===== config.mk =====
export PLATFORM = sky130hd
export DESIGN_NAME = packet_deframer_sum16
export DESIGN_NICKNAME = d
export VERILOG_FILES = /design/src/rtl/core/pds_pkg.sv /design/src/rtl/core/packet_deframer_sum16.sv /design/src/rtl/core/pds_front.sv /design/src/rtl/core/pds_fifo.sv /design/src/rtl/core/pds_replay.sv
export VERILOG_INCLUDE_DIRS = /design/src /design/src/rtl/core
export SDC_FILE = /design/constraint.sdc
export NUM_CORES = 1
export LEC_CHECK = 0
export ABC_AREA = 1
export ABC_CLOCK_PERIOD_IN_PS = 6550
export BUFFER_PORTS_ARGS = -buffer_cell sky130_fd_sc_hd__buf_2
export CAP_MARGIN = 0
export CORE_ASPECT_RATIO = 2
export CORE_MARGIN = 10
export CORE_UTILIZATION = 65
export DETAILED_ROUTE_END_ITERATION = 10
export PLACE_DENSITY = 0.78
export SLEW_MARGIN = 0
export SYNTH_ARGS = -nofsm -noshare
export SYNTH_HDL_FRONTEND = slang
export SYNTH_SLANG_ARGS = --single-unit
export TNS_END_PERCENT = 1

===== constraint.sdc =====
create_clock -name clk -period 6.55 [get_ports clk]
set_clock_uncertainty 0.05 [all_clocks]
set_input_delay 1.965 -clock clk [delete_from_list [all_inputs] [get_ports clk]]
set_output_delay 1.965 -clock clk [all_outputs]
set_load 0.005 [all_outputs]

===== src/rtl/core/packet_deframer_sum16_assert.svh =====
// Assertion macros used by the deframer RTL (pds_replay).
`ifndef PACKET_DEFRAMER_SUM16_ASSERT_SVH
`define PACKET_DEFRAMER_SUM16_ASSERT_SVH

`ifndef SYNTHESIS

// Check that expr holds at every clock edge outside reset.
`define PDS_ASSERT(lbl, expr) \
    lbl: assert property (@(posedge clk) disable iff (!rst_n) (expr)) \
        else $error("assertion failed: expr");

// Check that post holds in the cycle after pre.
`define PDS_ASSERT_NEXT(lbl, pre, post) \
    lbl: assert property (@(posedge clk) disable iff (!rst_n) (pre) |=> (post)) \
        else $error("assertion failed: pre then post");

`else

`define PDS_ASSERT(lbl, expr)
`define PDS_ASSERT_NEXT(lbl, pre, post)

`endif

`endif


===== src/rtl/core/pds_pkg.sv =====
`timescale 1ns / 1ps
package pds_pkg;

    localparam int HDR_TRL_BYTES = 6;
    localparam int ID_POS = 2;
    localparam int SIZE_POS = 3;
    localparam int ADDR_BITS = 6;
    localparam int TOTAL_BITS = 9;
    localparam logic [7:0] SYNC_MARK_RESET = 8'hFF;

    localparam logic ACT_BYTE = 1'b0;
    localparam logic ACT_ABORT = 1'b1;

    typedef struct packed {
        logic       action;
        logic [7:0] rx_byte;
    } in_item_t;

    typedef struct packed {
        logic [7:0] out_byte;
        logic       last;
    } out_item_t;

    typedef enum logic {
        CMD_WRITE,
        CMD_LAST
    } cmd_kind_t;

    typedef struct packed {
        cmd_kind_t             kind;
        logic [ADDR_BITS-1:0]  addr;
        logic [7:0]            data;
    } cmd_t;

    typedef enum logic [1:0] {
        ST_IDLE,
        ST_READ,
        ST_SHOW
    } replay_state_t;

endpackage


===== src/rtl/core/packet_deframer_sum16.sv =====
`timescale 1ns / 1ps
// Receive deframer for byte-serial packets (mark, mark, id, size, payload,
// checksum high, checksum low) checked with a 16-bit additive sum. The parser
// takes one received byte or abort per cycle whenever its two-entry command
// queue has room; it never needs to read the packet store. A packet that
// passes its checksum is replayed from id through checksum low; for each
// byte the replayer does a registered read of the single packet memory,
// then shows the byte on the output register until the output accepts it.
// While a replay runs, the queue holds up to two further stored bytes;
// marks, aborts and dropped bytes take no slot, and once the queue is full
// every input item stalls until the replay ends. The packet memory needs no
// clearing after reset. sync_mark resets to 0xFF and may be written only
// while the block is idle.
module packet_deframer_sum16
    import pds_pkg::*;
#(
    parameter int BUFFER_BYTES = 64
)
(
    input  logic       clk,
    input  logic       rst_n,
    input  logic       in_valid,
    output logic       in_ready,
    input  in_item_t   in_item,
    output logic       out_valid,
    input  logic       out_ready,
    output out_item_t  out_item,
    input  logic       cfg_valid,
    output logic       cfg_ready,
    input  logic [7:0] cfg_data
);

    logic f_valid, f_ready;
    cmd_t f_cmd;
    logic q_valid, q_ready;
    cmd_t q_cmd;

    pds_front #(
        .BUFFER_BYTES(BUFFER_BYTES)
    ) u_front (
        .clk      (clk),
        .rst_n    (rst_n),
        .in_valid (in_valid),
        .in_ready (in_ready),
        .in_item  (in_item),
        .cfg_valid(cfg_valid),
        .cfg_ready(cfg_ready),
        .cfg_data (cfg_data),
        .cmd_valid(f_valid),
        .cmd_ready(f_ready),
        .cmd      (f_cmd)
    );

    pds_fifo u_fifo (
        .clk       (clk),
        .rst_n     (rst_n),
        .push_valid(f_valid),
        .push_ready(f_ready),
        .push_cmd  (f_cmd),
        .pop_valid (q_valid),
        .pop_ready (q_ready),
        .pop_cmd   (q_cmd)
    );

    pds_replay #(
        .BUFFER_BYTES(BUFFER_BYTES)
    ) u_replay (
        .clk      (clk),
        .rst_n    (rst_n),
        .cmd_valid(q_valid),
        .cmd_ready(q_ready),
        .cmd      (q_cmd),
        .out_valid(out_valid),
        .out_ready(out_ready),
        .out_item (out_item)
    );

endmodule


===== src/rtl/core/pds_front.sv =====
`timescale 1ns / 1ps
module pds_front
    import pds_pkg::*;
#(
    parameter int BUFFER_BYTES = 64
)
(
    input  logic     clk,
    input  logic     rst_n,
    input  logic     in_valid,
    output logic     in_ready,
    input  in_item_t in_item,
    input  logic     cfg_valid,
    output logic     cfg_ready,
    input  logic [7:0] cfg_data,
    output logic     cmd_valid,
    input  logic     cmd_ready,
    output cmd_t     cmd
);

    localparam int LW = $clog2(BUFFER_BYTES + 1);

    logic [7:0]    sync_mark_reg;
    logic [LW-1:0] pos_reg, pos_next;
    logic [LW-1:0] len_reg, len_next;
    logic [15:0]   sum_reg, sum_next;
    logic [7:0]    hi_reg, hi_next;
    logic          in_fire;

    assign cfg_ready = 1'b1;
    assign in_ready  = cmd_ready;
    assign in_fire   = in_valid && in_ready;

    always_ff @(posedge clk or negedge rst_n)
    begin
        if (!rst_n)
        begin
            sync_mark_reg <= SYNC_MARK_RESET;
            pos_reg       <= '0;
            len_reg       <= '0;
        end
        else
        begin
            if (cfg_valid)
            begin
                sync_mark_reg <= cfg_data;
            end
            pos_reg <= pos_next;
            len_reg <= len_next;
        end
    end

    always_ff @(posedge clk)
    begin
        sum_reg <= sum_next;
        hi_reg  <= hi_next;
    end

    always_comb
    begin
        logic [TOTAL_BITS-1:0] total;
        logic [LW-1:0]         len_eff;
        logic [LW:0]           pos_ext;
        logic [LW:0]           len_ext;
        logic                  oversize;
        logic                  match;

        total    = TOTAL_BITS'(in_item.rx_byte) + TOTAL_BITS'(HDR_TRL_BYTES);
        match    = (in_item.rx_byte == sync_mark_reg);
        pos_ext  = (LW+1)'(pos_reg);
        len_eff  = len_reg;
        oversize = 1'b0;
        pos_next = pos_reg;
        len_next = len_reg;
        sum_next = sum_reg;
        hi_next  = hi_reg;
        cmd_valid = 1'b0;
        cmd.kind  = CMD_WRITE;
        cmd.addr  = ADDR_BITS'(pos_reg);
        cmd.data  = in_item.rx_byte;

        if (pos_reg == LW'(SIZE_POS))
        begin
            if (total > TOTAL_BITS'(BUFFER_BYTES))
            begin
                oversize = 1'b1;
            end
            else
            begin
                len_eff = LW'(total);
            end
        end
        len_ext = (LW+1)'(len_eff);

        if (in_fire)
        begin
            if (in_item.action == ACT_ABORT)
            begin
                pos_next = '0;
                len_next = '0;
            end
            else if (pos_reg == '0)
            begin
                if (match)
                begin
                    len_next = LW'(HDR_TRL_BYTES);
                    pos_next = LW'(1);
                end
            end
            else if (pos_reg == LW'(1))
            begin
                if (match)
                begin
                    pos_next = LW'(ID_POS);
                end
                else
                begin
                    pos_next = '0;
                    len_next = '0;
                end
            end
            else if (oversize)
            begin
                pos_next = '0;
                len_next = '0;
            end
            else
            begin
                // accumulate id, size and payload; hold the checksum high byte
                if (pos_reg == LW'(ID_POS))
                begin
                    sum_next = 16'(in_item.rx_byte);
                end
                else if (pos_ext + (LW+1)'(3) <= len_ext)
                begin
                    sum_next = sum_reg + 16'(in_item.rx_byte);
                end
                if (pos_ext + (LW+1)'(2) == len_ext)
                begin
                    hi_next = in_item.rx_byte;
                end

                if (pos_ext + (LW+1)'(1) < len_ext)
                begin
                    cmd_valid = 1'b1;
                    pos_next  = pos_reg + LW'(1);
                    len_next  = len_eff;
                end
                else
                begin
                    pos_next = '0;
                    len_next = '0;
                    if (sum_reg == {hi_reg, in_item.rx_byte})
                    begin
                        cmd_valid = 1'b1;
                        cmd.kind  = CMD_LAST;
                    end
                end
            end
        end
    end

endmodule


===== src/rtl/core/pds_fifo.sv =====
`timescale 1ns / 1ps
module pds_fifo
    import pds_pkg::*;
(
    input  logic clk,
    input  logic rst_n,
    input  logic push_valid,
    output logic push_ready,
    input  cmd_t push_cmd,
    output logic pop_valid,
    input  logic pop_ready,
    output cmd_t pop_cmd
);

    cmd_t       slot_reg [2];
    logic       wr_ptr_reg, wr_ptr_next;
    logic       rd_ptr_reg, rd_ptr_next;
    logic [1:0] count_reg, count_next;
    logic       push_fire;
    logic       pop_fire;

    assign push_ready = (count_reg != 2'd2);
    assign pop_valid  = (count_reg != 2'd0);
    assign pop_cmd    = slot_reg[rd_ptr_reg];
    assign push_fire  = push_valid && push_ready;
    assign pop_fire   = pop_valid && pop_ready;

    always_comb
    begin
        wr_ptr_next = wr_ptr_reg ^ push_fire;
        rd_ptr_next = rd_ptr_reg ^ pop_fire;
        count_next  = count_reg + 2'(push_fire) - 2'(pop_fire);
    end

    always_ff @(posedge clk or negedge rst_n)
    begin
        if (!rst_n)
        begin
            wr_ptr_reg <= 1'b0;
            rd_ptr_reg <= 1'b0;
            count_reg  <= 2'd0;
        end
        else
        begin
            wr_ptr_reg <= wr_ptr_next;
            rd_ptr_reg <= rd_ptr_next;
            count_reg  <= count_next;
        end
    end

    always_ff @(posedge clk)
    begin
        if (push_fire)
        begin
            slot_reg[wr_ptr_reg] <= push_cmd;
        end
    end

endmodule


===== src/rtl/core/pds_replay.sv =====
`timescale 1ns / 1ps
`include "packet_deframer_sum16_assert.svh"
module pds_replay
    import pds_pkg::*;
#(
    parameter int BUFFER_BYTES = 64
)
(
    input  logic      clk,
    input  logic      rst_n,
    input  logic      cmd_valid,
    output logic      cmd_ready,
    input  cmd_t      cmd,
    output logic      out_valid,
    input  logic      out_ready,
    output out_item_t out_item
);

    localparam int AW = $clog2(BUFFER_BYTES);

    logic [7:0]    mem [BUFFER_BYTES];
    logic [7:0]    rdata_reg;
    replay_state_t state_reg, state_next;
    logic [AW-1:0] rd_pos_reg, rd_pos_next;
    logic [AW-1:0] last_pos_reg, last_pos_next;
    logic          cmd_fire;
    logic          out_fire;
    logic          at_last;

    assign cmd_fire = cmd_valid && cmd_ready;
    assign out_fire = out_valid && out_ready;
    assign at_last  = (rd_pos_reg == last_pos_reg);

    always_ff @(posedge clk)
    begin
        if (cmd_fire)
        begin
            mem[cmd.addr[AW-1:0]] <= cmd.data;
        end
        if (state_reg == ST_READ)
        begin
            rdata_reg <= mem[rd_pos_reg];
        end
    end

    always_comb
    begin
        state_next    = state_reg;
        rd_pos_next   = rd_pos_reg;
        last_pos_next = last_pos_reg;
        unique case (state_reg)
            ST_IDLE:
            begin
                if (cmd_fire && cmd.kind == CMD_LAST)
                begin
                    state_next    = ST_READ;
                    rd_pos_next   = AW'(ID_POS);
                    last_pos_next = cmd.addr[AW-1:0];
                end
            end
            ST_READ:
            begin
                state_next = ST_SHOW;
            end
            ST_SHOW:
            begin
                if (out_ready)
                begin
                    if (at_last)
                    begin
                        state_next = ST_IDLE;
                    end
                    else
                    begin
                        state_next  = ST_READ;
                        rd_pos_next = rd_pos_reg + AW'(1);
                    end
                end
            end
            default:
            begin
                state_next = ST_IDLE;
            end
        endcase
    end

    always_comb
    begin
        cmd_ready         = 1'b0;
        out_valid         = 1'b0;
        out_item.out_byte = rdata_reg;
        out_item.last     = at_last;
        unique case (state_reg)
            ST_IDLE:
            begin
                cmd_ready = 1'b1;
            end
            ST_READ:
            begin
                out_valid = 1'b0;
            end
            ST_SHOW:
            begin
                out_valid = 1'b1;
            end
            default:
            begin
                cmd_ready = 1'b0;
            end
        endcase
    end

    always_ff @(posedge clk or negedge rst_n)
    begin
        if (!rst_n)
        begin
            state_reg    <= ST_IDLE;
            rd_pos_reg   <= '0;
            last_pos_reg <= '0;
        end
        else
        begin
            state_reg    <= state_next;
            rd_pos_reg   <= rd_pos_next;
            last_pos_reg <= last_pos_next;
        end
    end

    `PDS_ASSERT(a_write_only_idle, !cmd_fire || state_reg == ST_IDLE)
    `PDS_ASSERT(a_pos_in_run, state_reg == ST_IDLE || (rd_pos_reg >= AW'(ID_POS) && rd_pos_reg <= last_pos_reg))
    `PDS_ASSERT_NEXT(a_last_ends_run, out_fire && out_item.last, state_reg == ST_IDLE)
    `PDS_ASSERT_NEXT(a_start_reads, cmd_fire && cmd.kind == CMD_LAST, state_reg == ST_READ && rd_pos_reg == AW'(ID_POS))

endmodule

==> results.md, run 1 <==
* DRT Wirelength at 67.5 mm
* Nets@finish at around 2200
* Mapped Avg Cell Area at about 12 µm²
* Post-route cell area at 28000 µm²
* Met2 track demand over resource at around half
* Finish-stage setup viols at 0
* Vias in the first global route at 17100
* P_sw at between 4 and 5 mW
* Routed wire per std cell at 25.1 µm
* Antenna diodes at 0
* Root Buffer: clkbuf_16
* DIE AREA at 48700 µm²
* Die W at 161 µm
* Status: complete, no violations
* Ys flop type: edfxtp_1
* Sum Neg Setup Slack at 0 ns
* Unrepaired setup endpoints after global routing: no
* Hold Startpoint: u_front.sync_mark_reg[2]
* Power per cell area at 403 nW/µm²
* Seq/Total Area, Yosys at 70.4%
* Worst Path Required at 6.78 ns
* Synth Area in Adders at under 10%
* Final min period at ~5.2 ns
* Post-route clock period utilization at roughly 79%
* Reg clk slew, reported paths at around 0.06 ns
* Share of cells above drive strength 1 at 8.89%
* Initial antenna violation count at 0
* Hold Crit Class: register to register
* Crit-path cells: buf_2 -> inv_2 -> ha_1 -> inv_1 -> nand2_1 -> nand2_1 -> nor2_1 -> nand3_1 -> nand2_2 -> nand3_4 -> o21ai_0 -> inv_1 -> ha_1 -> a21oi_1 -> nor2_1 -> a311oi_1 -> nand2_4 -> nor2_8 -> inv_4 -> nand2_1 -> ha_1 -> buf_4
* CP Launch Type: input pin
* Final GP Congestion at 0.935
* Placed cell area at 26500 µm²
* Starting Density at 65.7%
* CTS tree: built
* Post-synth ARST share at 6.51%
* Reg power frac at 44.9%
* Syn. warnings at 0
* H-Tree Depth at 2
* Dpl ws at 0.754 ns
* Critical path capture point type: register
* Min setup slack post-route at 1.36 ns
* Clock latency on the worst-skew pair at roughly 0.6 ns
* Largest family of logic cells by synthesized area: compound AO/OA/AOI/OAI gates
* Io pins at 34
* # hold bufs at CTS at 0
* R2r endpoint: u_fifo.slot_reg[1][10]
* Critical path's top delay family: simple AND/OR/NAND/NOR gates
* Largest register FFs at 512
* Routed vias/inst at 6.46
* Post-Synth Simple-Gate Area at 11.3%
* Combinational group share of total power at 29.3%
* Switching part of the total at 36.0%
* 1st-iter DRT viols at 1933
* Max VDD drop at 0.000284 V
* Total GRT Usage at 27.3%
* EDFF count, synth at between 500 and 600
* Post-synthesis compound-gate area fraction at 11.8%
* Grt met1 use at 28.6%
* Mapped cell area at around 26000 µm²
* Largest net degree at the start of global routing at 100
* Via count at 17300
* Die height at 302 µm
* # resized after CTS at 0
* Worst-Margin Slew at 1.31 ns
* GR Util met3 at 3.57%
* Syn Nets at 2181
* Synth Area in XOR/XNOR at 1.05%
* WHS Endpoint: u_front.sync_mark_reg[2]
* Synth-to-layout area growth at 8.28%
* Gr ovfl total at 0
* Clk network pwr share at around a quarter
* Final ANT Viol Nets at 0
* Hold WS at 0.445 ns
* Most used routing layer: met2
* TritonRoute pass-1 iters at 5
* Post-synthesis mux area share at 0.517%
* Syn Inst Count at 2126
* First-pass GRT wire length at 101 mm
* Worst Hold Depth at 2
* Post-synth cell types at 54
* Cell internal pwr at around 7.2 mW
* Lkg Pwr at 9.50 nW
* Fin. Hold Viols at 0
* Drt drc at 0
* # Max-Cap Violations at 0
* Fmax at 0.193 GHz
* CP max stage cell: a311oi_1
* Setup Buffers After CTS at 0
* Tot Pwr at 11.3 mW
* Port Buffer Count at 32
* Worst reg2reg setup slack at approximately 2.3 ns
* Max-slew violation count at 0
* Post-synthesis register bit count at 614
* Maximum clock path buffer count at 3
* TritonCTS Sinks at roughly 600
* R2r worst-path depth at 16
* Row count at 103
* Num CTS Buffers at 50
* Arrival @ worst endpoint at 5.41 ns
* CP peak stage delay at about 0.43 ns
* Core region area at 39400 µm²
* Max Fanout on Critical Path at 15
* WS Path Type: input pin to register
* Slew margin rel. at 12.8%
* RR Startpoint: u_front.pos_reg[0]
* Hpwl dp at around 43 mm
* Buffers & Inverters on Critical Path at 6
==> cells in the mapped netlist, types with 5 or more instances <==
master | count | area share [%]
a31oi_1 | 6 | 0.14
a21oi_1 | 40 | 0.77
a32o_1 | 6 | 0.23
nor3_1 | 15 | 0.29
nand2_1 | 184 | 2.7
dfrtp_1 | 32 | 3.1
o21ai_2 | 9 | 0.30
mux2_2 | 11 | 0.48
edfxtp_1 | 574 | 67
xnor2_1 | 10 | 0.34
nor2_1 | 366 | 5.3
nand4_1 | 36 | 0.87
buf_2 | 16 | 0.31
dfstp_2 | 8 | 0.81
nor4_1 | 9 | 0.22
or2_2 | 5 | 0.12
o221ai_1 | 50 | 1.7
o211ai_1 | 15 | 0.43
ha_1 | 32 | 1.5
nand2_2 | 6 | 0.14
nand3_1 | 60 | 1.2
o21ai_0 | 302 | 5.8
clkbuf_1 | 96 | 1.4
o22ai_1 | 83 | 2.0
xor2_1 | 21 | 0.71
inv_2 | 5 | 0.072
inv_1 | 87 | 1.3
==> through the flow <==
stage               instances  utilization [%]
floorplan                2126                -
global placement         2595             67.2
detailed placement       2595             67.2
CTS                      2685             71.1
global route             2685             71.1
finish                   2685             71.1
==> layer usage <==
layer | vias up | share of wire [%]
li1 | 7764 | -
met1 | 8526 | 32
met2 | 848 | 54
met3 | 204 | 6.6
met4 | 0 | 8.2
met5 | - | 0
==> area by class of cell <==
cell class	count	area (µm²)
Clock inverter	26	223
Timing Repair Buffer	63	393
Tap cell	525	657
Multi-Input combinational cell	1295	6810
Clock buffer	64	1340
Inverter	98	377
Fill cell	2695	11400
Sequential cell	614	18300
==> power by group through the flow <==
stage,combinational (mW),sequential (mW),clock (mW)
finish,3.32,5.08,2.91
global route,3.58,5.10,3.08
CTS,3.25,5.07,2.92
detailed placement,3.23,5.16,0
global placement,3.12,5.14,0
floorplan,2.16,5.00,0
==> how the worst max path moves through the flow <==
stage                          start                     end  cells after the start
final                     in_item[1]  u_fifo.slot_reg[1][10]                     22
after global routing      in_item[1]  u_fifo.slot_reg[1][14]                     21
after CTS                 in_item[1]  u_fifo.slot_reg[1][10]                     22
after detailed placement  in_item[1]   u_fifo.slot_reg[1][3]                     21
after global placement    in_item[1]   u_fifo.slot_reg[1][4]                     20
after floorplan           in_item[1]   u_fifo.slot_reg[1][0]                     20
==> kinds of logic (layout without fill, tap and decap cells) <==
group / count (synthesis) / in the layout
fa+ha+maj: 33 / 33
mux: 12 / 12
xor+xnor: 31 / 31
simple gates: 694 / 694
compound gates: 524 / 524
other cells: 1 / 1
buf+inv: 217 / 251
flops: 614 / 614
==> worst reg2reg max path, delay by kind of cell (launching register included) <==
kind	cells	cell delay (ns)
compound gates	3	0.86
flops	1	0.60
simple gates	6	1.04
fa+ha+maj	3	0.73
buf+inv	4	0.64
==> placed cells by master (no fill, tap or decap), types with 11 or more instances in the layout <==
cell	n
nand2_1	184
o221ai_1	50
nand4_1	36
a21oi_1	40
o21ai_0	302
nor2_1	365
mux2_2	11
o22ai_1	83
nand3_1	60
dfrtp_1	30
inv_1	86
clkinv_1	11
clkbuf_1	12
ha_1	32
edfxtp_1	574
xor2_1	21
buf_2	32
nor3_1	15
o211ai_1	15
buf_4	31
clkbuf_16	51
No activity file was read; power rests on OpenSTA's default activity.
==> inputs of run 2 (changes only) <==
--- a/config.mk
+++ b/config.mk
@@ -7,14 +7,14 @@
 export NUM_CORES = 1
 export LEC_CHECK = 0
 export ABC_AREA = 1
-export ABC_CLOCK_PERIOD_IN_PS = 6550
+export ABC_CLOCK_PERIOD_IN_PS = 4400
 export BUFFER_PORTS_ARGS = -buffer_cell sky130_fd_sc_hd__buf_2
 export CAP_MARGIN = 0
 export CORE_ASPECT_RATIO = 2
 export CORE_MARGIN = 10
-export CORE_UTILIZATION = 65
+export CORE_UTILIZATION = 57
 export DETAILED_ROUTE_END_ITERATION = 10
-export PLACE_DENSITY = 0.78
+export PLACE_DENSITY = 0.72
 export SLEW_MARGIN = 0
 export SYNTH_ARGS = -nofsm -noshare
 export SYNTH_HDL_FRONTEND = slang
==> constraint.sdc (replaced) <==
create_clock -name clk -period 4.4 [get_ports clk]
set_clock_uncertainty 0.05 [all_clocks]
set_input_delay 1.32 -clock clk [delete_from_list [all_inputs] [get_ports clk]]
set_output_delay 1.32 -clock clk [all_outputs]
set_load 0.005 [all_outputs]
==> results.md, run 2 (synthesized netlist as in run 1, its figures left out) <==
* Antenna diodes at 0 (unchanged)
* Port Buffer Count at 32 (unchanged)
* Maximum clock path buffer count at 3 (unchanged)
* Final ANT Viol Nets at 0 (unchanged)
* # resized after CTS at 0 (unchanged)
* Die height at 321 µm (+6.3%)
* Finish-stage setup viols at 0 (unchanged)
* Via count at 17200 (-0.63%)
* TritonRoute pass-1 iters at 8 (+3)
* Arrival @ worst endpoint at 4.21 ns (-1.20 ns)
* R2r endpoint: u_fifo.slot_reg[0][11]
* Post-route clock period utilization at about nine tenths
* Placed cell area at 27200 µm² (+2.5%)
* Worst Setup SP: in_item[2]
* Vias in the first global route at 17400 (+1.9%)
* # Max-Cap Violations at 0 (unchanged)
* TritonCTS Sinks at 614 (unchanged)
* Commonest non-fill, non-tap cells in the layout: edfxtp_1, nor2_1, o21ai_0
* Hpwl dp at 44.7 mm (+4.2%)
* Synth-to-layout area growth at 11.2%
* R2r worst-path depth at 16 (unchanged)
* Lkg Pwr at 9.93 nW (+4.5%)
* Row count at 110 (+6.8%)
* Initial antenna violation count at 0 (unchanged)
* RR Startpoint: u_front.pos_reg[2]
* Max Fanout on Critical Path at 6 (-9)
* Tot Pwr at 17.2 mW (+52%)
* Routed wire per std cell at 24.1 µm (-4.0%)
* Drt drc at 0 (unchanged)
* Layout Utilization at 64.0% (-7.1 points)
* Starting Density at 57.6% (-8.1 points)
* Worst-Margin Slew at 1.15 ns (-0.155 ns)
* Non-filler cells, final at 2791 (+3.9%)
* Largest register FFs at 512 (unchanged)
* Final min period at 3.98 ns
* Total GRT Usage at 24.7% (-2.7 points)
* Root Buffer: clkbuf_16
* Critical Path Sink: u_fifo.slot_reg[0][11]
* Status: complete, no violations
* CP Launch Type: input pin
* Routed vias/inst at 6.17 (-4.4%)
* DRT Wirelength at 67.3 mm (-0.23%)
* Worst Path Required at 4.63 ns (-2.15 ns)
* Slew margin rel. at 23.0% (+10 points)
* Max-slew violation count at 0 (unchanged)
* # hold bufs at CTS at 0 (unchanged)
* Power per cell area at 596 nW/µm² (+48%)
* Critical path capture point type: register
* Clock latency on the worst-skew pair at 0.58 ns (-0.02 ns)
* WS Path Type: input pin to register
* Core region area at 45000 µm² (+14%)
* First-pass GRT wire length at 101 mm (-0.23%)
* # placed instances at 2701 (+4.1%)
* Largest net degree at the start of global routing at 192 (+92%)
* Post-route cell area at 28800 µm² (+2.7%)
* Gr ovfl total at 0 (unchanged)
* Num CTS Buffers at 49 (-2.0%)
* Fin. Hold Viols at 0 (unchanged)
* Max VDD drop at 0.000406 V (+43%)
* Final GP Congestion at 0.911 (-2.7%)
* Die W at 171 µm (+5.9%)
* Share of cells above drive strength 1 at 12.2% (+3.3 points)
* H-Tree Depth at 2 (unchanged)
* Hold Crit Class: register to register
* Io pins at 34 (unchanged)
* CTS tree: built
* DIE AREA at 54900 µm² (+13%)
* Setup Buffers After CTS at 0 (unchanged)
* Unrepaired setup endpoints after global routing: no
* Nets@finish at 2247 (+3.2%)
* Fmax at 0.251 GHz
* Worst reg2reg setup slack at 0.46 ns (-1.85 ns)
* Reg clk slew, reported paths at 0.07 ns (about the same)
* Most common cell after layout, fill and taps aside: edfxtp_1
* 1st-iter DRT viols at 1635 (-15%)
==> run 2: cell types whose count changed in the layout (fill, tap and decap cells not counted), sizes merged <==
| cell | before | now |
|---|---|---|
| buf | 63 | 134 |
| bufinv | 2 | 8 |
| clkbuf | 64 | 56 |
| clkinv | 20 | 26 |
| clkinvlp | 3 | 4 |
| inv | 99 | 94 |
==> run 2: power by group <==
group | total (mW) | internal, mW | switching [mW]
clock network | 4.55 | 2.56 | 2.00
registers | 7.47 | 7.21 | 0.265
logic | 5.14 | 1.38 | 3.76
total | 17.2 | 11.1 | 6.02
==> run 2: how the worst min path moves through the flow <==
stage / from / to / cells past startpoint
floorplan: u_front.len_reg[0] / u_front.len_reg[0] / 2
global placement: u_front.sync_mark_reg[7] / u_front.sync_mark_reg[7] / 2
detailed placement: u_front.sync_mark_reg[7] / u_front.sync_mark_reg[7] / 2
CTS: u_front.sync_mark_reg[7] / u_front.sync_mark_reg[7] / 2
global route: u_replay.last_pos_reg[3] / u_replay.last_pos_reg[3] / 2
finish: u_front.sync_mark_reg[7] / u_front.sync_mark_reg[7] / 2
==> run 2: area by class of cell <==
type,count,area [µm²]
Fill cell,3292,16200
Multi-Input combinational cell,1295,6820
Timing Repair Buffer,134,1000
Clock buffer,56,1270
Tap cell,560,701
Inverter,98,377
Sequential cell,614,18300
Clock inverter,34,385
==> run 2: through the flow <==
step | setup TNS [ns] | worst slack (ns) | hold slack (ns)
2_1_floorplan | -1.12 | -0.0373 | 0.400
3_3_place_gp | -3.83 | -0.146 | 0.433
3_5_place_dp | -4.70 | -0.159 | 0.435
4_1_cts | 0 | 0.422 | 0.447
5_1_grt | 0 | 0.151 | 0.469
6_report | 0 | 0.416 | 0.445
==> run 2: per-layer routing <==
| layer | vias to the layer above | part of all wire (%) | track usage (%) |
|---|---|---|---|
| met5 | - | 0 | 0 |
| met4 | 0 | 9.5 | 20.9 |
| met3 | 213 | 4.8 | 2.36 |
| met2 | 658 | 54 | 45.2 |
| met1 | 8456 | 31 | 24.1 |
| li1 | 7906 | - | - |
==> run 2: worst max-delay path, stage by stage <==
cell and delay, ns:
buf_2 0.10, inv_1 0.06, ha_1 0.22, inv_1 0.10
nand2_1 0.09, nand2_1 0.05, nor2_1 0.10, nand3_1 0.10
nand2_2 0.10, nand3_4 0.09, o21ai_0 0.30, inv_1 0.11
ha_1 0.21, a21oi_1 0.13, nor2_1 0.05, a311oi_1 0.20
buf_4 0.17, nand2_4 0.07, nor2_8 0.09, inv_4 0.04
nand2_1 0.10, ha_2 0.24, buf_4 0.16
==> inputs of run 3 (changes only) <==
--- a/config.mk
+++ b/config.mk
@@ -6,13 +6,14 @@
 export SDC_FILE = /design/constraint.sdc
 export NUM_CORES = 1
 export LEC_CHECK = 0
-export ABC_AREA = 1
 export ABC_CLOCK_PERIOD_IN_PS = 4400
 export BUFFER_PORTS_ARGS = -buffer_cell sky130_fd_sc_hd__buf_2
 export CAP_MARGIN = 0
+export CELL_PAD_IN_SITES_DETAIL_PLACEMENT = 1
+export CELL_PAD_IN_SITES_GLOBAL_PLACEMENT = 1
 export CORE_ASPECT_RATIO = 2
 export CORE_MARGIN = 10
-export CORE_UTILIZATION = 57
+export CORE_UTILIZATION = 50
 export DETAILED_ROUTE_END_ITERATION = 10
 export PLACE_DENSITY = 0.72
 export SLEW_MARGIN = 0
==> results.md, run 3 <==
* Maximum clock path buffer count at 3 (unchanged)
* Row count at 117 (+6.4%)
* Yosys top cell area share at 67.5% (+0.95 points)
* Commonest non-fill, non-tap cells in the layout: edfxtp_1, mux4_2, nor2_1
* # Max-Cap Violations at 0 (unchanged)
* FF/Latch Area at 18300 µm² (about the same)
* EDFF count, synth at 574 (unchanged)
* Routed vias/inst at 5.97 (-3.3%)
* Syn Inst Count at 1336 (-37%)
* Final GP Congestion at 0.923 (+1.4%)
* CP max stage cell: or4b_4
* Finish-stage setup viols at 0 (unchanged)
* Status: complete, no violations
* Reg clk slew, reported paths at 0.06 ns (about the same)
* Lkg Pwr at 9.43 nW (-5.0%)
* Root Buffer: clkbuf_16
* WS Path Type: input pin to register
* Filler cells at 4398 (+34%)
* Max-slew violation count at 0 (unchanged)
* Die height at 340 µm (+5.6%)
* Critical path capture point type: register
* CP Launch Type: input pin
* Slew margin rel. at 29.0% (+5.9 points)
* Num CTS Buffers at 51 (+4.1%)
* Syn. warnings at 0 (unchanged)
* Gr ovfl total at 0 (unchanged)
* Nets@finish at 1508 (-33%)
* Area of the multi-input gates at 7100 µm² (+4.2%)
* Buffers & Inverters on Critical Path at 3 (-4)
* Mapped cell area at 25500 µm² (-1.4%)
* Port Buffer Count at 32 (unchanged)
* Seq/Total Area, Yosys at 71.4% (+1.0 points)
* Dpl ws at -0.497 ns (-0.338 ns)
* Min setup slack post-route at 0.0223 ns (-0.394 ns)
* Routed wire per std cell at 28.6 µm (+19%)
* Tot Pwr at 16.5 mW (-3.9%)
* Fin. Hold Viols at 0 (unchanged)
* Drt drc at 0 (unchanged)
* Starting Density at 50.3% (-7.3 points)
* TritonRoute pass-1 iters at 5 (-3)
* Post-synthesis register bit count at 614 (unchanged)
* Hold WS at 0.452 ns (+0.00618 ns)
* Syn Nets at 1391 (-36%)
* Largest net degree at the start of global routing at 66 (-66%)
* Fmax at 0.228 GHz (-9.0%)
* Yosys top cell by area: edfxtp_1
* Final ANT Viol Nets at 0 (unchanged)
* CP peak stage delay at 0.47 ns (+0.17 ns)
* Max Fanout on Critical Path at 7 (+1)
* Most common cell after layout, fill and taps aside: edfxtp_1
* Io pins at 34 (unchanged)
* Arrival @ worst endpoint at 4.62 ns (+0.41 ns)
* CTS tree: built
* Die W at 180 µm (+5.3%)
* Final min period at 4.38 ns (+0.394 ns)
* Synth-to-layout area growth at 13.2%
* Initial antenna violation count at 0 (unchanged)
* Total GRT Usage at 20.0% (-4.6 points)
* Post-route clock period utilization at 99.5% (+9.0 points)
* DIE AREA at 61100 µm² (+11%)
* Worst Path Required at 4.64 ns (about the same)
* Top cells by count, synth: edfxtp_1, mux4_2, nor2_1
* Max VDD drop at 0.000356 V (-12%)
* Crit-path cells: buf_8 -> inv_6 -> ha_4 -> or4b_4 -> a211oi_4 -> o221ai_4 -> mux2i_4 -> ha_4 -> a21o_1 -> a21oi_2 -> o21ai_2 -> nor3_2 -> a21oi_4 -> a21oi_4 -> ha_4 -> buf_6
* Post-synth ARST share at 6.51% (unchanged)
* Top post-synthesis cells by area: edfxtp_1, mux4_2, dfrtp_1
* Share of cells above drive strength 1 at 29.7% (+17 points)
* Hold Crit Class: register to register
* Hpwl dp at 42.3 mm (-5.4%)
* Clock latency on the worst-skew pair at 0.59 ns (about the same)
* Worst-Margin Slew at 1.07 ns (-0.0878 ns)
* TritonCTS Sinks at 614 (unchanged)
* Ys flop type: edfxtp_1
* Antenna diodes at 0 (unchanged)
* Largest register FFs at 512 (unchanged)
* Most common cell in the netlist: edfxtp_1
* Sum Neg Setup Slack at 0 ns (unchanged)
* First-pass GRT wire length at 92.7 mm (-8.2%)
* Power per cell area at 571 nW/µm² (-4.2%)
* Worst reg2reg setup slack at 0.45 ns (about the same)
* H-Tree Depth at 2 (unchanged)
* Unrepaired setup endpoints after global routing: yes
* Critical path's top delay family: compound AO/OA/AOI/OAI gates
* Core region area at 50800 µm² (+13%)
* Critical Path Most Common Cell: ha_4
* DRT Wirelength at 61.4 mm (-8.7%)
* Mapped Avg Cell Area at 19.1 µm² (+57%)
* # hold bufs at CTS at 0 (unchanged)
* 1st-iter DRT viols at 886 (-46%)
* Via count at 12800 (-26%)
* Vias in the first global route at 14300 (-18%)
* Post-synth cell types at 73 (+35%)
run 3: cell types whose count changed after synthesis, sizes merged, moves of 71 or more:
cell	before	now
inv	93	22
mux4	0	168
nand2	191	54
nor2	370	108
o21ai	313	13
o22ai	83	1
run 3: cells by family after synthesis:
family	count (synthesis)	synth area share, %
compound gates	107	3.07
xor+xnor	60	2.06
fa+ha+maj	34	1.69
buf+inv	84	1.37
flops	614	71.4
mux	197	16.1
other cells	1	0.0147
simple gates	239	4.28
run 3: repair_timing:
item                                    CTS  global route
buffers inserted                          0            12
endpoints found under the setup margin    0            32
hold endpoints to repair                  0             0
gates resized for setup                   0            29
run 3: worst paths after layout:
path / startpoint / end / depth (start not counted)
hold reg to reg: u_front.len_reg[6] / u_front.len_reg[6] / 2
setup reg to reg: u_front.pos_reg[6] / u_fifo.slot_reg[0][1] / 14
hold / removal: u_front.len_reg[6] / u_front.len_reg[6] / 2
max in group asynchronous: rst_n / u_replay.rd_pos_reg[0] / 1
setup / recovery: in_item[2] / u_fifo.slot_reg[0][1] / 16
min in group asynchronous: rst_n / u_replay.rd_pos_reg[5] / 1
run 3: worst register-to-register path, delay by kind of cell, from the launching register on:
kind,cells,cell delay [ns]
buf+inv,2,0.21
fa+ha+maj,2,0.49
simple gates,4,1.14
flops,1,0.52
compound gates,6,1.23
run 3: report_power, final:
part	switching [mW]	internal, mW
combinational	2.69	1.93
clock	2.11	2.41
sequential	0.203	7.14
run 3: routing by layer:
metal / global-route usage, % / wire, µm / up-vias
li1: - / - / 5598
met2: 39.6 / 36300 / 321
met5: 0 / 0 / -
met4: 7.64 / 2230 / 0
met1: 20.8 / 20800 / 6800
met3: 2.26 / 2170 / 112
run 3: cell type report:
class	instances	area share (%)
clock buffers	65	4.74
clock inverters	29	0.957
inverters	22	0.320
multi-input cells	638	24.6
flip-flops and latches	614	63.2
well taps	654	2.83
repair buffers	126	3.42
run 3: through the flow:
stage	util, %	cells	area [µm²]
2_1_floorplan	-	1336	25700
3_3_place_gp	53.3	2042	27000
3_5_place_dp	53.3	2042	27000
4_1_cts	56.5	2136	28700
5_1_grt	56.9	2148	28900
6_report	56.9	2148	28900
